<file path="src/rtl/spq_pkg.sv">
// ----------------------------------------------------------------------------
// spq_pkg: shared types and constants of the sorted priority queue
// Depth, count width, opcodes, status codes and the per-cell control word.
// ----------------------------------------------------------------------------
package spq_pkg;

    // number of cells in the sorted chain
    localparam int DEPTH = 16;
    // width of a counter that can hold DEPTH itself
    localparam int CNT_W = $clog2(DEPTH + 1);

    localparam int DATA_W   = 32;
    localparam int STATUS_W = 2;
    localparam int COUNT_W  = 5;

    // opcodes
    localparam logic OP_INSERT = 1'b0;
    localparam logic OP_REMOVE = 1'b1;

    // result status codes
    localparam logic [STATUS_W-1:0] ST_OK        = 2'd0;
    localparam logic [STATUS_W-1:0] ST_OVERFLOW  = 2'd1;
    localparam logic [STATUS_W-1:0] ST_UNDERFLOW = 2'd2;

    // control word broadcast to every cell
    typedef struct packed {
        logic load;    // the chain changes this cycle
        logic insert;  // 1 insert, 0 remove
    } t_cell_ctrl;

endpackage

</file>
<file path="src/rtl/spq_if.sv">
// ----------------------------------------------------------------------------
// spq_cmd_if / spq_rsp_if: command and response channels
// Valid/ready channels carrying one command or one response per transfer.
// ----------------------------------------------------------------------------
interface spq_cmd_if;
    import spq_pkg::*;

    logic                     valid;
    logic                     ready;
    logic                     opcode;
    logic signed [DATA_W-1:0] new_value;
    logic signed [DATA_W-1:0] new_priority;

    modport source (output valid, output opcode, output new_value, output new_priority,
                    input ready);
    modport sink   (input valid, input opcode, input new_value, input new_priority,
                    output ready);
endinterface

interface spq_rsp_if;
    import spq_pkg::*;

    logic                     valid;
    logic                     ready;
    logic [STATUS_W-1:0]      status;
    logic signed [DATA_W-1:0] popped_value;
    logic signed [DATA_W-1:0] popped_priority;
    logic signed [DATA_W-1:0] head_value;
    logic signed [DATA_W-1:0] head_priority;
    logic [COUNT_W-1:0]       entry_count;
    logic                     is_empty;
    logic                     is_full;

    modport source (output valid, output status, output popped_value,
                    output popped_priority, output head_value, output head_priority,
                    output entry_count, output is_empty, output is_full, input ready);
    modport sink   (input valid, input status, input popped_value,
                    input popped_priority, input head_value, input head_priority,
                    input entry_count, input is_empty, input is_full, output ready);
endinterface

</file>
<file path="src/rtl/spq_cell.sv">
// ----------------------------------------------------------------------------
// spq_cell: one slot of the sorted chain
// Holds one pair; on insert keeps it, takes the new pair or takes the pair of
// its left neighbor; on remove takes the pair of its right neighbor.
// ----------------------------------------------------------------------------
module spq_cell import spq_pkg::*; (
    input  logic                     i_clk,
    input  t_cell_ctrl               i_ctrl,
    input  logic                     i_occupied,
    input  logic                     i_left_keep,
    input  logic signed [DATA_W-1:0] i_new_value,
    input  logic signed [DATA_W-1:0] i_new_priority,
    input  logic signed [DATA_W-1:0] i_left_value,
    input  logic signed [DATA_W-1:0] i_left_priority,
    input  logic signed [DATA_W-1:0] i_right_value,
    input  logic signed [DATA_W-1:0] i_right_priority,
    output logic                     o_keep,
    output logic signed [DATA_W-1:0] o_value,
    output logic signed [DATA_W-1:0] o_priority,
    output logic signed [DATA_W-1:0] o_next_value,
    output logic signed [DATA_W-1:0] o_next_priority
);

    logic signed [DATA_W-1:0] r_value;
    logic signed [DATA_W-1:0] r_priority;
    logic signed [DATA_W-1:0] n_value;
    logic signed [DATA_W-1:0] n_priority;

    // stored pair stays ahead of the new one when its priority is not larger
    assign o_keep = i_occupied && (r_priority <= i_new_priority);

    // next pair of this slot
    always_comb begin
        n_value    = r_value;
        n_priority = r_priority;
        if (i_ctrl.load) begin
            if (i_ctrl.insert) begin
                if (o_keep) begin
                    n_value    = r_value;
                    n_priority = r_priority;
                end else if (i_left_keep) begin
                    n_value    = i_new_value;
                    n_priority = i_new_priority;
                end else begin
                    n_value    = i_left_value;
                    n_priority = i_left_priority;
                end
            end else begin
                n_value    = i_right_value;
                n_priority = i_right_priority;
            end
        end
    end

    // slot storage, no reset: contents count only below the fill level
    always_ff @(posedge i_clk) begin
        r_value    <= n_value;
        r_priority <= n_priority;
    end

    assign o_value         = r_value;
    assign o_priority      = r_priority;
    assign o_next_value    = n_value;
    assign o_next_priority = n_priority;

endmodule

</file>
<file path="src/rtl/sorted_priority_queue_core.sv">
// ----------------------------------------------------------------------------
// sorted_priority_queue_core: min-first sorted priority queue
// A chain of DEPTH cells kept sorted by priority; inserts and removes are
// done by all cells at once, with a registered response stage.
// ----------------------------------------------------------------------------
//
//  channel  | dir | payload                                         | handshake
//  ---------+-----+-------------------------------------------------+----------
//  i_cmd    | in  | opcode, new_value, new_priority                 | valid/ready
//  o_rsp    | out | status, popped and head pairs, count, flags     | valid/ready
//
//  One command per cycle while not stalled: every cell compares and
//  shifts in the same cycle, and the response register shows the result in
//  the cycle after the transfer. A new command is taken while the response
//  register is empty or drained. Reset clears the fill count and the
//  response valid; slots need no clear. A stalled response holds the command
//  side until it is taken.
module sorted_priority_queue_core import spq_pkg::*; (
    input  logic     i_clk,
    input  logic     i_rst_n,
    spq_cmd_if.sink  i_cmd,
    spq_rsp_if.source o_rsp
);

    logic [CNT_W-1:0] r_count;
    logic [CNT_W-1:0] n_count;
    logic             cmd_fire;
    logic             is_full_now;
    logic             is_empty_now;
    logic             op_ok;
    logic [STATUS_W-1:0] status_now;
    t_cell_ctrl       ctrl;

    logic                     keep      [DEPTH];
    logic signed [DATA_W-1:0] cur_value [DEPTH];
    logic signed [DATA_W-1:0] cur_prio  [DEPTH];
    logic signed [DATA_W-1:0] nxt_value [DEPTH];
    logic signed [DATA_W-1:0] nxt_prio  [DEPTH];

    logic                     r_out_valid;
    logic [STATUS_W-1:0]      r_status;
    logic signed [DATA_W-1:0] r_popped_value;
    logic signed [DATA_W-1:0] r_popped_priority;
    logic signed [DATA_W-1:0] r_head_value;
    logic signed [DATA_W-1:0] r_head_priority;
    logic [CNT_W-1:0]         r_out_count;

    // command transfer when the response stage can take the result
    assign i_cmd.ready = !r_out_valid || o_rsp.ready;
    assign cmd_fire    = i_cmd.valid && i_cmd.ready;

    // fill state and outcome of the current command
    assign is_full_now  = (r_count == CNT_W'(DEPTH));
    assign is_empty_now = (r_count == '0);

    always_comb begin
        status_now = ST_OK;
        op_ok      = 1'b1;
        n_count    = r_count;
        if (i_cmd.opcode == OP_INSERT) begin
            if (is_full_now) begin
                status_now = ST_OVERFLOW;
                op_ok      = 1'b0;
            end else begin
                n_count = r_count + CNT_W'(1);
            end
        end else begin
            if (is_empty_now) begin
                status_now = ST_UNDERFLOW;
                op_ok      = 1'b0;
            end else begin
                n_count = r_count - CNT_W'(1);
            end
        end
    end

    assign ctrl.load   = cmd_fire && op_ok;
    assign ctrl.insert = (i_cmd.opcode == OP_INSERT);

    // chain of cells, head at index 0
    for (genvar gi = 0; gi < DEPTH; gi++) begin : g_cell
        logic                     left_keep;
        logic signed [DATA_W-1:0] left_value;
        logic signed [DATA_W-1:0] left_prio;
        logic signed [DATA_W-1:0] right_value;
        logic signed [DATA_W-1:0] right_prio;

        if (gi == 0) begin : g_head
            assign left_keep  = 1'b1;
            assign left_value = i_cmd.new_value;
            assign left_prio  = i_cmd.new_priority;
        end else begin : g_body
            assign left_keep  = keep[gi-1];
            assign left_value = cur_value[gi-1];
            assign left_prio  = cur_prio[gi-1];
        end

        if (gi == DEPTH - 1) begin : g_tail
            assign right_value = i_cmd.new_value;
            assign right_prio  = i_cmd.new_priority;
        end else begin : g_inner
            assign right_value = cur_value[gi+1];
            assign right_prio  = cur_prio[gi+1];
        end

        spq_cell u_cell (
            .i_clk            (i_clk),
            .i_ctrl           (ctrl),
            .i_occupied       (CNT_W'(gi) < r_count),
            .i_left_keep      (left_keep),
            .i_new_value      (i_cmd.new_value),
            .i_new_priority   (i_cmd.new_priority),
            .i_left_value     (left_value),
            .i_left_priority  (left_prio),
            .i_right_value    (right_value),
            .i_right_priority (right_prio),
            .o_keep           (keep[gi]),
            .o_value          (cur_value[gi]),
            .o_priority       (cur_prio[gi]),
            .o_next_value     (nxt_value[gi]),
            .o_next_priority  (nxt_prio[gi])
        );
    end

    // fill count
    always_ff @(posedge i_clk) begin
        if (!i_rst_n) begin
            r_count <= '0;
        end else if (ctrl.load) begin
            r_count <= n_count;
        end
    end

    // response valid
    always_ff @(posedge i_clk) begin
        if (!i_rst_n) begin
            r_out_valid <= 1'b0;
        end else if (cmd_fire) begin
            r_out_valid <= 1'b1;
        end else if (o_rsp.ready) begin
            r_out_valid <= 1'b0;
        end
    end

    // response payload
    always_ff @(posedge i_clk) begin
        if (cmd_fire) begin
            r_status    <= status_now;
            r_out_count <= n_count;
            if (ctrl.load && !ctrl.insert) begin
                r_popped_value    <= cur_value[0];
                r_popped_priority <= cur_prio[0];
            end else begin
                r_popped_value    <= '0;
                r_popped_priority <= '0;
            end
            if (n_count != '0) begin
                r_head_value    <= nxt_value[0];
                r_head_priority <= nxt_prio[0];
            end else begin
                r_head_value    <= '0;
                r_head_priority <= '0;
            end
        end
    end

    assign o_rsp.valid           = r_out_valid;
    assign o_rsp.status          = r_status;
    assign o_rsp.popped_value    = r_popped_value;
    assign o_rsp.popped_priority = r_popped_priority;
    assign o_rsp.head_value      = r_head_value;
    assign o_rsp.head_priority   = r_head_priority;
    assign o_rsp.entry_count     = COUNT_W'(r_out_count);
    assign o_rsp.is_empty        = (r_out_count == '0);
    assign o_rsp.is_full         = (r_out_count == CNT_W'(DEPTH));

endmodule

</file>
<file path="src/flat_wrapper.sv">
// flat-port wrapper written by rule: the top's interface ports become plain ports
module sorted_priority_queue_core_flat import spq_pkg::*;
  (i_clk, i_rst_n, i_cmd_valid, i_cmd_opcode, i_cmd_new_value, i_cmd_new_priority, i_cmd_ready, o_rsp_valid, o_rsp_status, o_rsp_popped_value, o_rsp_popped_priority, o_rsp_head_value, o_rsp_head_priority, o_rsp_entry_count, o_rsp_is_empty, o_rsp_is_full, o_rsp_ready);
  spq_cmd_if i_cmd_i ();
  spq_rsp_if o_rsp_i ();
  input  logic i_clk;
  input  logic i_rst_n;
  input wire logic [$bits(i_cmd_i.valid)-1:0] i_cmd_valid;
  input wire logic [$bits(i_cmd_i.opcode)-1:0] i_cmd_opcode;
  input wire logic [$bits(i_cmd_i.new_value)-1:0] i_cmd_new_value;
  input wire logic [$bits(i_cmd_i.new_priority)-1:0] i_cmd_new_priority;
  output wire logic [$bits(i_cmd_i.ready)-1:0] i_cmd_ready;
  output wire logic [$bits(o_rsp_i.valid)-1:0] o_rsp_valid;
  output wire logic [$bits(o_rsp_i.status)-1:0] o_rsp_status;
  output wire logic [$bits(o_rsp_i.popped_value)-1:0] o_rsp_popped_value;
  output wire logic [$bits(o_rsp_i.popped_priority)-1:0] o_rsp_popped_priority;
  output wire logic [$bits(o_rsp_i.head_value)-1:0] o_rsp_head_value;
  output wire logic [$bits(o_rsp_i.head_priority)-1:0] o_rsp_head_priority;
  output wire logic [$bits(o_rsp_i.entry_count)-1:0] o_rsp_entry_count;
  output wire logic [$bits(o_rsp_i.is_empty)-1:0] o_rsp_is_empty;
  output wire logic [$bits(o_rsp_i.is_full)-1:0] o_rsp_is_full;
  input wire logic [$bits(o_rsp_i.ready)-1:0] o_rsp_ready;
  assign i_cmd_i.valid = i_cmd_valid;
  assign i_cmd_i.opcode = i_cmd_opcode;
  assign i_cmd_i.new_value = i_cmd_new_value;
  assign i_cmd_i.new_priority = i_cmd_new_priority;
  assign i_cmd_ready = i_cmd_i.ready;
  assign o_rsp_valid = o_rsp_i.valid;
  assign o_rsp_status = o_rsp_i.status;
  assign o_rsp_popped_value = o_rsp_i.popped_value;
  assign o_rsp_popped_priority = o_rsp_i.popped_priority;
  assign o_rsp_head_value = o_rsp_i.head_value;
  assign o_rsp_head_priority = o_rsp_i.head_priority;
  assign o_rsp_entry_count = o_rsp_i.entry_count;
  assign o_rsp_is_empty = o_rsp_i.is_empty;
  assign o_rsp_is_full = o_rsp_i.is_full;
  assign o_rsp_i.ready = o_rsp_ready;
  sorted_priority_queue_core u_core (.i_clk(i_clk), .i_rst_n(i_rst_n), .i_cmd(i_cmd_i), .o_rsp(o_rsp_i));
endmodule
</file>
<file path="config.mk">
export PLATFORM = sky130hd
export DESIGN_NAME = sorted_priority_queue_core_flat
export DESIGN_NICKNAME = d
export VERILOG_FILES = /design/src/rtl/spq_pkg.sv /design/src/rtl/spq_if.sv /design/src/rtl/spq_cell.sv /design/src/rtl/sorted_priority_queue_core.sv /design/src/flat_wrapper.sv
export SDC_FILE = /design/constraint.sdc
export NUM_CORES = 2
export LEC_CHECK = 0
export BUFFER_PORTS_ARGS = -buffer_cell sky130_fd_sc_hd__buf_2
export CELL_PAD_IN_SITES_DETAIL_PLACEMENT = 1
export CELL_PAD_IN_SITES_GLOBAL_PLACEMENT = 1
export CORE_ASPECT_RATIO = 1.5
export CORE_MARGIN = 4
export CORE_UTILIZATION = 50
export DETAILED_ROUTE_END_ITERATION = 10
export PLACE_DENSITY_LB_ADDON = 0.15
export SLEW_MARGIN = 20
export SYNTH_ARGS = -nofsm -noshare
export SYNTH_HDL_FRONTEND = slang
export SYNTH_SLANG_ARGS = --single-unit
</file>
<file path="constraint.sdc">
create_clock -name i_clk -period 15.14 [get_ports i_clk]
set_input_delay 3.028 -clock i_clk [delete_from_list [all_inputs] [get_ports i_clk]]
set_output_delay 3.028 -clock i_clk [all_outputs]
set_load 0.05 [all_outputs]
</file>
==> metrics.csv <==
metric,value,unit
Post-DP HPWL,206000,um
iteration count of the initial detailed-routing pass,6,
number of CTS-inserted buffers,117,
CTS tree,built,
full die area,0.152,sq mm
maximum number of buffers from clock root to sink,3,
"Hold Vio Cnt, Final",0,
proportion of layout cells with a drive suffix above 1,12.0,%
Crit path top cell by count,sky130_fd_sc_hd__buf_4,
element type at the critical path end,register,
initial antenna violation count,19,
setup bufs post-CTS,0,
multi-input logic area,0.0361,sq mm
Levels on crit path,12,
capture instance of the worst register-to-register path,u_core.g_cell[9].u_cell.o_value[1],
cts repair resizes,0,
post-route antenna net violation count,0,
starting density of the core,50.3,%
final cell count without fillers,8837,
placement-stage cell area,0.0754,sq mm
Worst R2R Path Depth,7,
Power per Cell Area,147,mW/mm^2
via density per instance,7.33,
stage delay of the slowest cell on the critical path,1.05,ns
time the worst path needs with I/O delays and setup,8.06,ns
post-synth top area share,45.1,%
worst clock skew,0.0462,ns
Hold Crit Class,reg2reg,
category of cells accounting for the largest share of critical-path delay,buffers and inverters,
cell taking the most area after synthesis,sky130_fd_sc_hd__edfxtp_1,
Final Worst Setup Slack,7.08,ns
result of the run,"complete, no violations",
first-pass GRT wire length,461000,um
normalized max-slew margin,13.1,%
number of inserted filler cells in the final layout,15400,
vias in the first global route,65200,
startpoint of the worst setup timing path,i_cmd_new_priority[29],
cts-stage hold buffer count,0,
number of library cell types mapped by synthesis,78,
Max H-tree Level,3,
yosys synthesis warning count,0,
Worst R2R Setup Slack,9.50,ns
proportion of synthesized flip-flops having asynchronous set or reset,0,%
Total Negative Setup Slacks,0,ns
clock sink count,1165,
reported max-cap violation count,0,
highest fanout seen on the critical path,49,
flip-flop and latch area,0.0343,sq mm
Critical Path AT,8.48,ns
standard-cell rows,171,
average wire per standard cell,36.8,um
clock tree root driver cell,sky130_fd_sc_hd__clkbuf_16,
remaining routing DRC violations,0,
CP Buf/Inv Count,4,
number of enable flip-flop cells after synthesis,1095,
count of endpoints failing setup in the final report,0,
quantity of I/O buffers inserted on ports,207,
biggest area contributors in the synthesized netlist,"sky130_fd_sc_hd__edfxtp_1 45%, sky130_fd_sc_hd__ha_1 8.8%, sky130_fd_sc_hd__mux2i_1 5.3%",
source of the worst register-to-register timing path,u_core.r_count[0],
overall routed net length,325000,um
Crit-path slowest cell,sky130_fd_sc_hd__buf_4,
prevailing post-synth register cell,sky130_fd_sc_hd__edfxtp_1,
Worst Hold Margin,0.539,ns
maximum number of pins on one net before global-route repair,223,
Syn Nets,7554,
total routing usage reported by global routing,41.3,%
area of the core,0.145,sq mm
max frequency,0.124,GHz
largest voltage drop on the vdd net,0.203,mV
ports placed on the boundary,208,
flop and latch count out of synthesis,1165,
worst slack at placement,6.50,ns
signed area change from the synthesized netlist to the final layout,9.12,%
"Period Utilization, post-route",53.3,%
Static Leakage,30.3,nW
max-slew violation total from the final report,0,
Clock Latency Late Sink,0.82,ns
placer congestion estimate,1.04,
worst path cell trace,buf_2 -> inv_1 -> ha_1 -> nand4_1 -> nor4_1 -> buf_4 -> and3_1 -> o31a_1 -> or4_1 -> a31oi_4 -> a21oi_4 -> buf_4,
number of placed cells counting well taps,8600,
type of origin of the critical path,primary input,
First DRT Iteration DRCs,7805,
Die Wd,320,um
DIE HEIGHT,476,um
Setup crit end,u_core.g_cell[9].u_cell.o_value[1],
data required time at the worst endpoint,15.56,ns
vias after detailed routing,64700,
register area share after synthesis,47.0,%
area of all placed cells without fillers,0.0795,sq mm
clock-pin slew on the worst setup and hold paths,0.07,ns
Setup CP Type,in2reg,
Mapped Avg Cell Area,10.5,sq um
transition time at the pin with the least slew margin,1.27,ns
mapped cell area,0.0729,sq mm
Synth Instances,6970,
global route overflow,0,
RSZ-0062 raised after global routing,no,
nets@finish,7402,
==> report_power, final <==
part           leakage [nW]  total, mW  switching (mW)  internal, mW
clock                  1.96       3.17            1.44          1.73
combinational          17.2       3.65            2.50          1.15
sequential             11.1       4.91           0.609          4.30
total                  30.3       11.7            4.55          7.17
==> cell families after synthesis <==
group,after synthesis,synth area share [%]
AND/OR/NAND/NOR,2338,16.1
AO/OA/AOI/OAI,1740,17.5
flip-flops,1165,47.0
buffers and inverters,757,4.17
adder cells (fa/ha/maj),515,8.84
multiplexers,453,6.33
XOR/XNOR,2,0.0240
==> stage by stage <==
| step | util [%] | power (mW) |
|---|---|---|
| 6_report | 54.9 | 11.7 |
| 2_1_floorplan | - | 6.99 |
| 4_1_cts | 54.9 | 11.6 |
| 5_1_grt | 54.9 | 12.1 |
| 3_5_place_dp | 52.1 | 8.46 |
| 3_3_place_gp | 52.0 | 8.32 |
==> layer usage <==
layer / vias to the layer above / global-route usage [%] / routed length [um]
met3: 1307 / 8.13 / 30600
met1: 32600 / 48.6 / 115000
met2: 4160 / 66.7 / 149000
met5: - / 0 / 48
li1: 26600 / - / -
met4: 8 / 31.6 / 30100
==> state kept, by name (all words and copies together) (netlist names) <==
signal	count
u_core.o_rsp.popped_priority	32
u_core.o_rsp.valid	1
u_core.r_count	5
u_core.g_cell.u_cell.o_value	512
u_core.o_rsp.status	2
u_core.o_rsp.head_priority	32
u_core.o_rsp.popped_value	32
u_core.g_cell.u_cell.o_priority	512
u_core.o_rsp.head_value	32
u_core.o_rsp.entry_count	5
==> Yosys cell counts (37+ instances only) <==
master,n
sky130_fd_sc_hd__nor4_1,80
sky130_fd_sc_hd__buf_2,108
sky130_fd_sc_hd__and3_1,79
sky130_fd_sc_hd__or2_2,37
sky130_fd_sc_hd__o32ai_1,64
sky130_fd_sc_hd__nand4_1,106
sky130_fd_sc_hd__ha_1,515
sky130_fd_sc_hd__o211ai_1,148
sky130_fd_sc_hd__mux2i_1,389
sky130_fd_sc_hd__nor3_1,241
sky130_fd_sc_hd__mux2_2,64
sky130_fd_sc_hd__a21o_1,77
sky130_fd_sc_hd__nor3b_1,193
sky130_fd_sc_hd__a22oi_1,64
sky130_fd_sc_hd__nand3_1,176
sky130_fd_sc_hd__a21oi_1,235
sky130_fd_sc_hd__dfxtp_1,70
sky130_fd_sc_hd__nand2_1,733
sky130_fd_sc_hd__clkbuf_1,480
sky130_fd_sc_hd__or3_1,71
sky130_fd_sc_hd__a211oi_1,145
sky130_fd_sc_hd__o21ai_0,362
sky130_fd_sc_hd__o2bb2ai_1,65
sky130_fd_sc_hd__edfxtp_1,1095
sky130_fd_sc_hd__nor2b_1,64
sky130_fd_sc_hd__o22ai_1,66
sky130_fd_sc_hd__o221a_2,129
sky130_fd_sc_hd__nor2_1,328
sky130_fd_sc_hd__a221o_1,193
sky130_fd_sc_hd__nand2b_1,198
sky130_fd_sc_hd__inv_1,136
sky130_fd_sc_hd__o311ai_0,64
==> how the worst min path moves through the flow <==
| stage | start | end | cells after the start |
|---|---|---|---|
| detailed placement | u_core.g_cell[15].u_cell.o_value[27] | u_core.g_cell[14].u_cell.o_value[27] | 2 |
| global route | u_core.g_cell[0].u_cell.o_priority[0] | u_core.g_cell[0].u_cell.o_priority[0] | 1 |
| finish | u_core.g_cell[15].u_cell.o_value[27] | u_core.g_cell[14].u_cell.o_value[27] | 2 |
| floorplan | u_core.g_cell[0].u_cell.o_priority[0] | u_core.g_cell[0].u_cell.o_priority[0] | 1 |
| global placement | u_core.g_cell[15].u_cell.o_value[14] | u_core.g_cell[14].u_cell.o_value[14] | 2 |
| CTS | u_core.g_cell[15].u_cell.o_value[0] | u_core.g_cell[14].u_cell.o_value[0] | 2 |
==> tightest hold or removal path, cell delays in order, from the launching register on <==
cell and delay (ns):
sky130_fd_sc_hd__edfxtp_1 0.32, sky130_fd_sc_hd__nand2_1 0.05, sky130_fd_sc_hd__o21ai_0 0.06
==> area by class of cell <==
| cell class | instances | area share [%] |
|---|---|---|
| clock inverters | 72 | 0.894 |
| clock buffers | 152 | 4.15 |
| repair buffers | 348 | 2.79 |
| flip-flops and latches | 1165 | 43.1 |
| diodes | 11 | 0.0346 |
| inverters | 138 | 0.661 |
| well taps | 1903 | 2.99 |
| multi-input cells | 5048 | 45.3 |
==> layout by cell type (no fill, tap or decap), types with 131 or more instances in the layout <==
master                        n
sky130_fd_sc_hd__o21ai_0    360
sky130_fd_sc_hd__buf_2      206
sky130_fd_sc_hd__nor2_1     318
sky130_fd_sc_hd__inv_1      136
sky130_fd_sc_hd__a211oi_1   145
sky130_fd_sc_hd__nand2_1    730
sky130_fd_sc_hd__nand2b_1   198
sky130_fd_sc_hd__nor3b_1    193
sky130_fd_sc_hd__edfxtp_1  1095
sky130_fd_sc_hd__ha_1       515
sky130_fd_sc_hd__a221o_1    193
sky130_fd_sc_hd__mux2i_1    388
sky130_fd_sc_hd__a21oi_1    230
sky130_fd_sc_hd__nor3_1     240
sky130_fd_sc_hd__nand3_1    176
sky130_fd_sc_hd__buf_4      131
sky130_fd_sc_hd__o211ai_1   148
(Power assumes the default switching activity.)
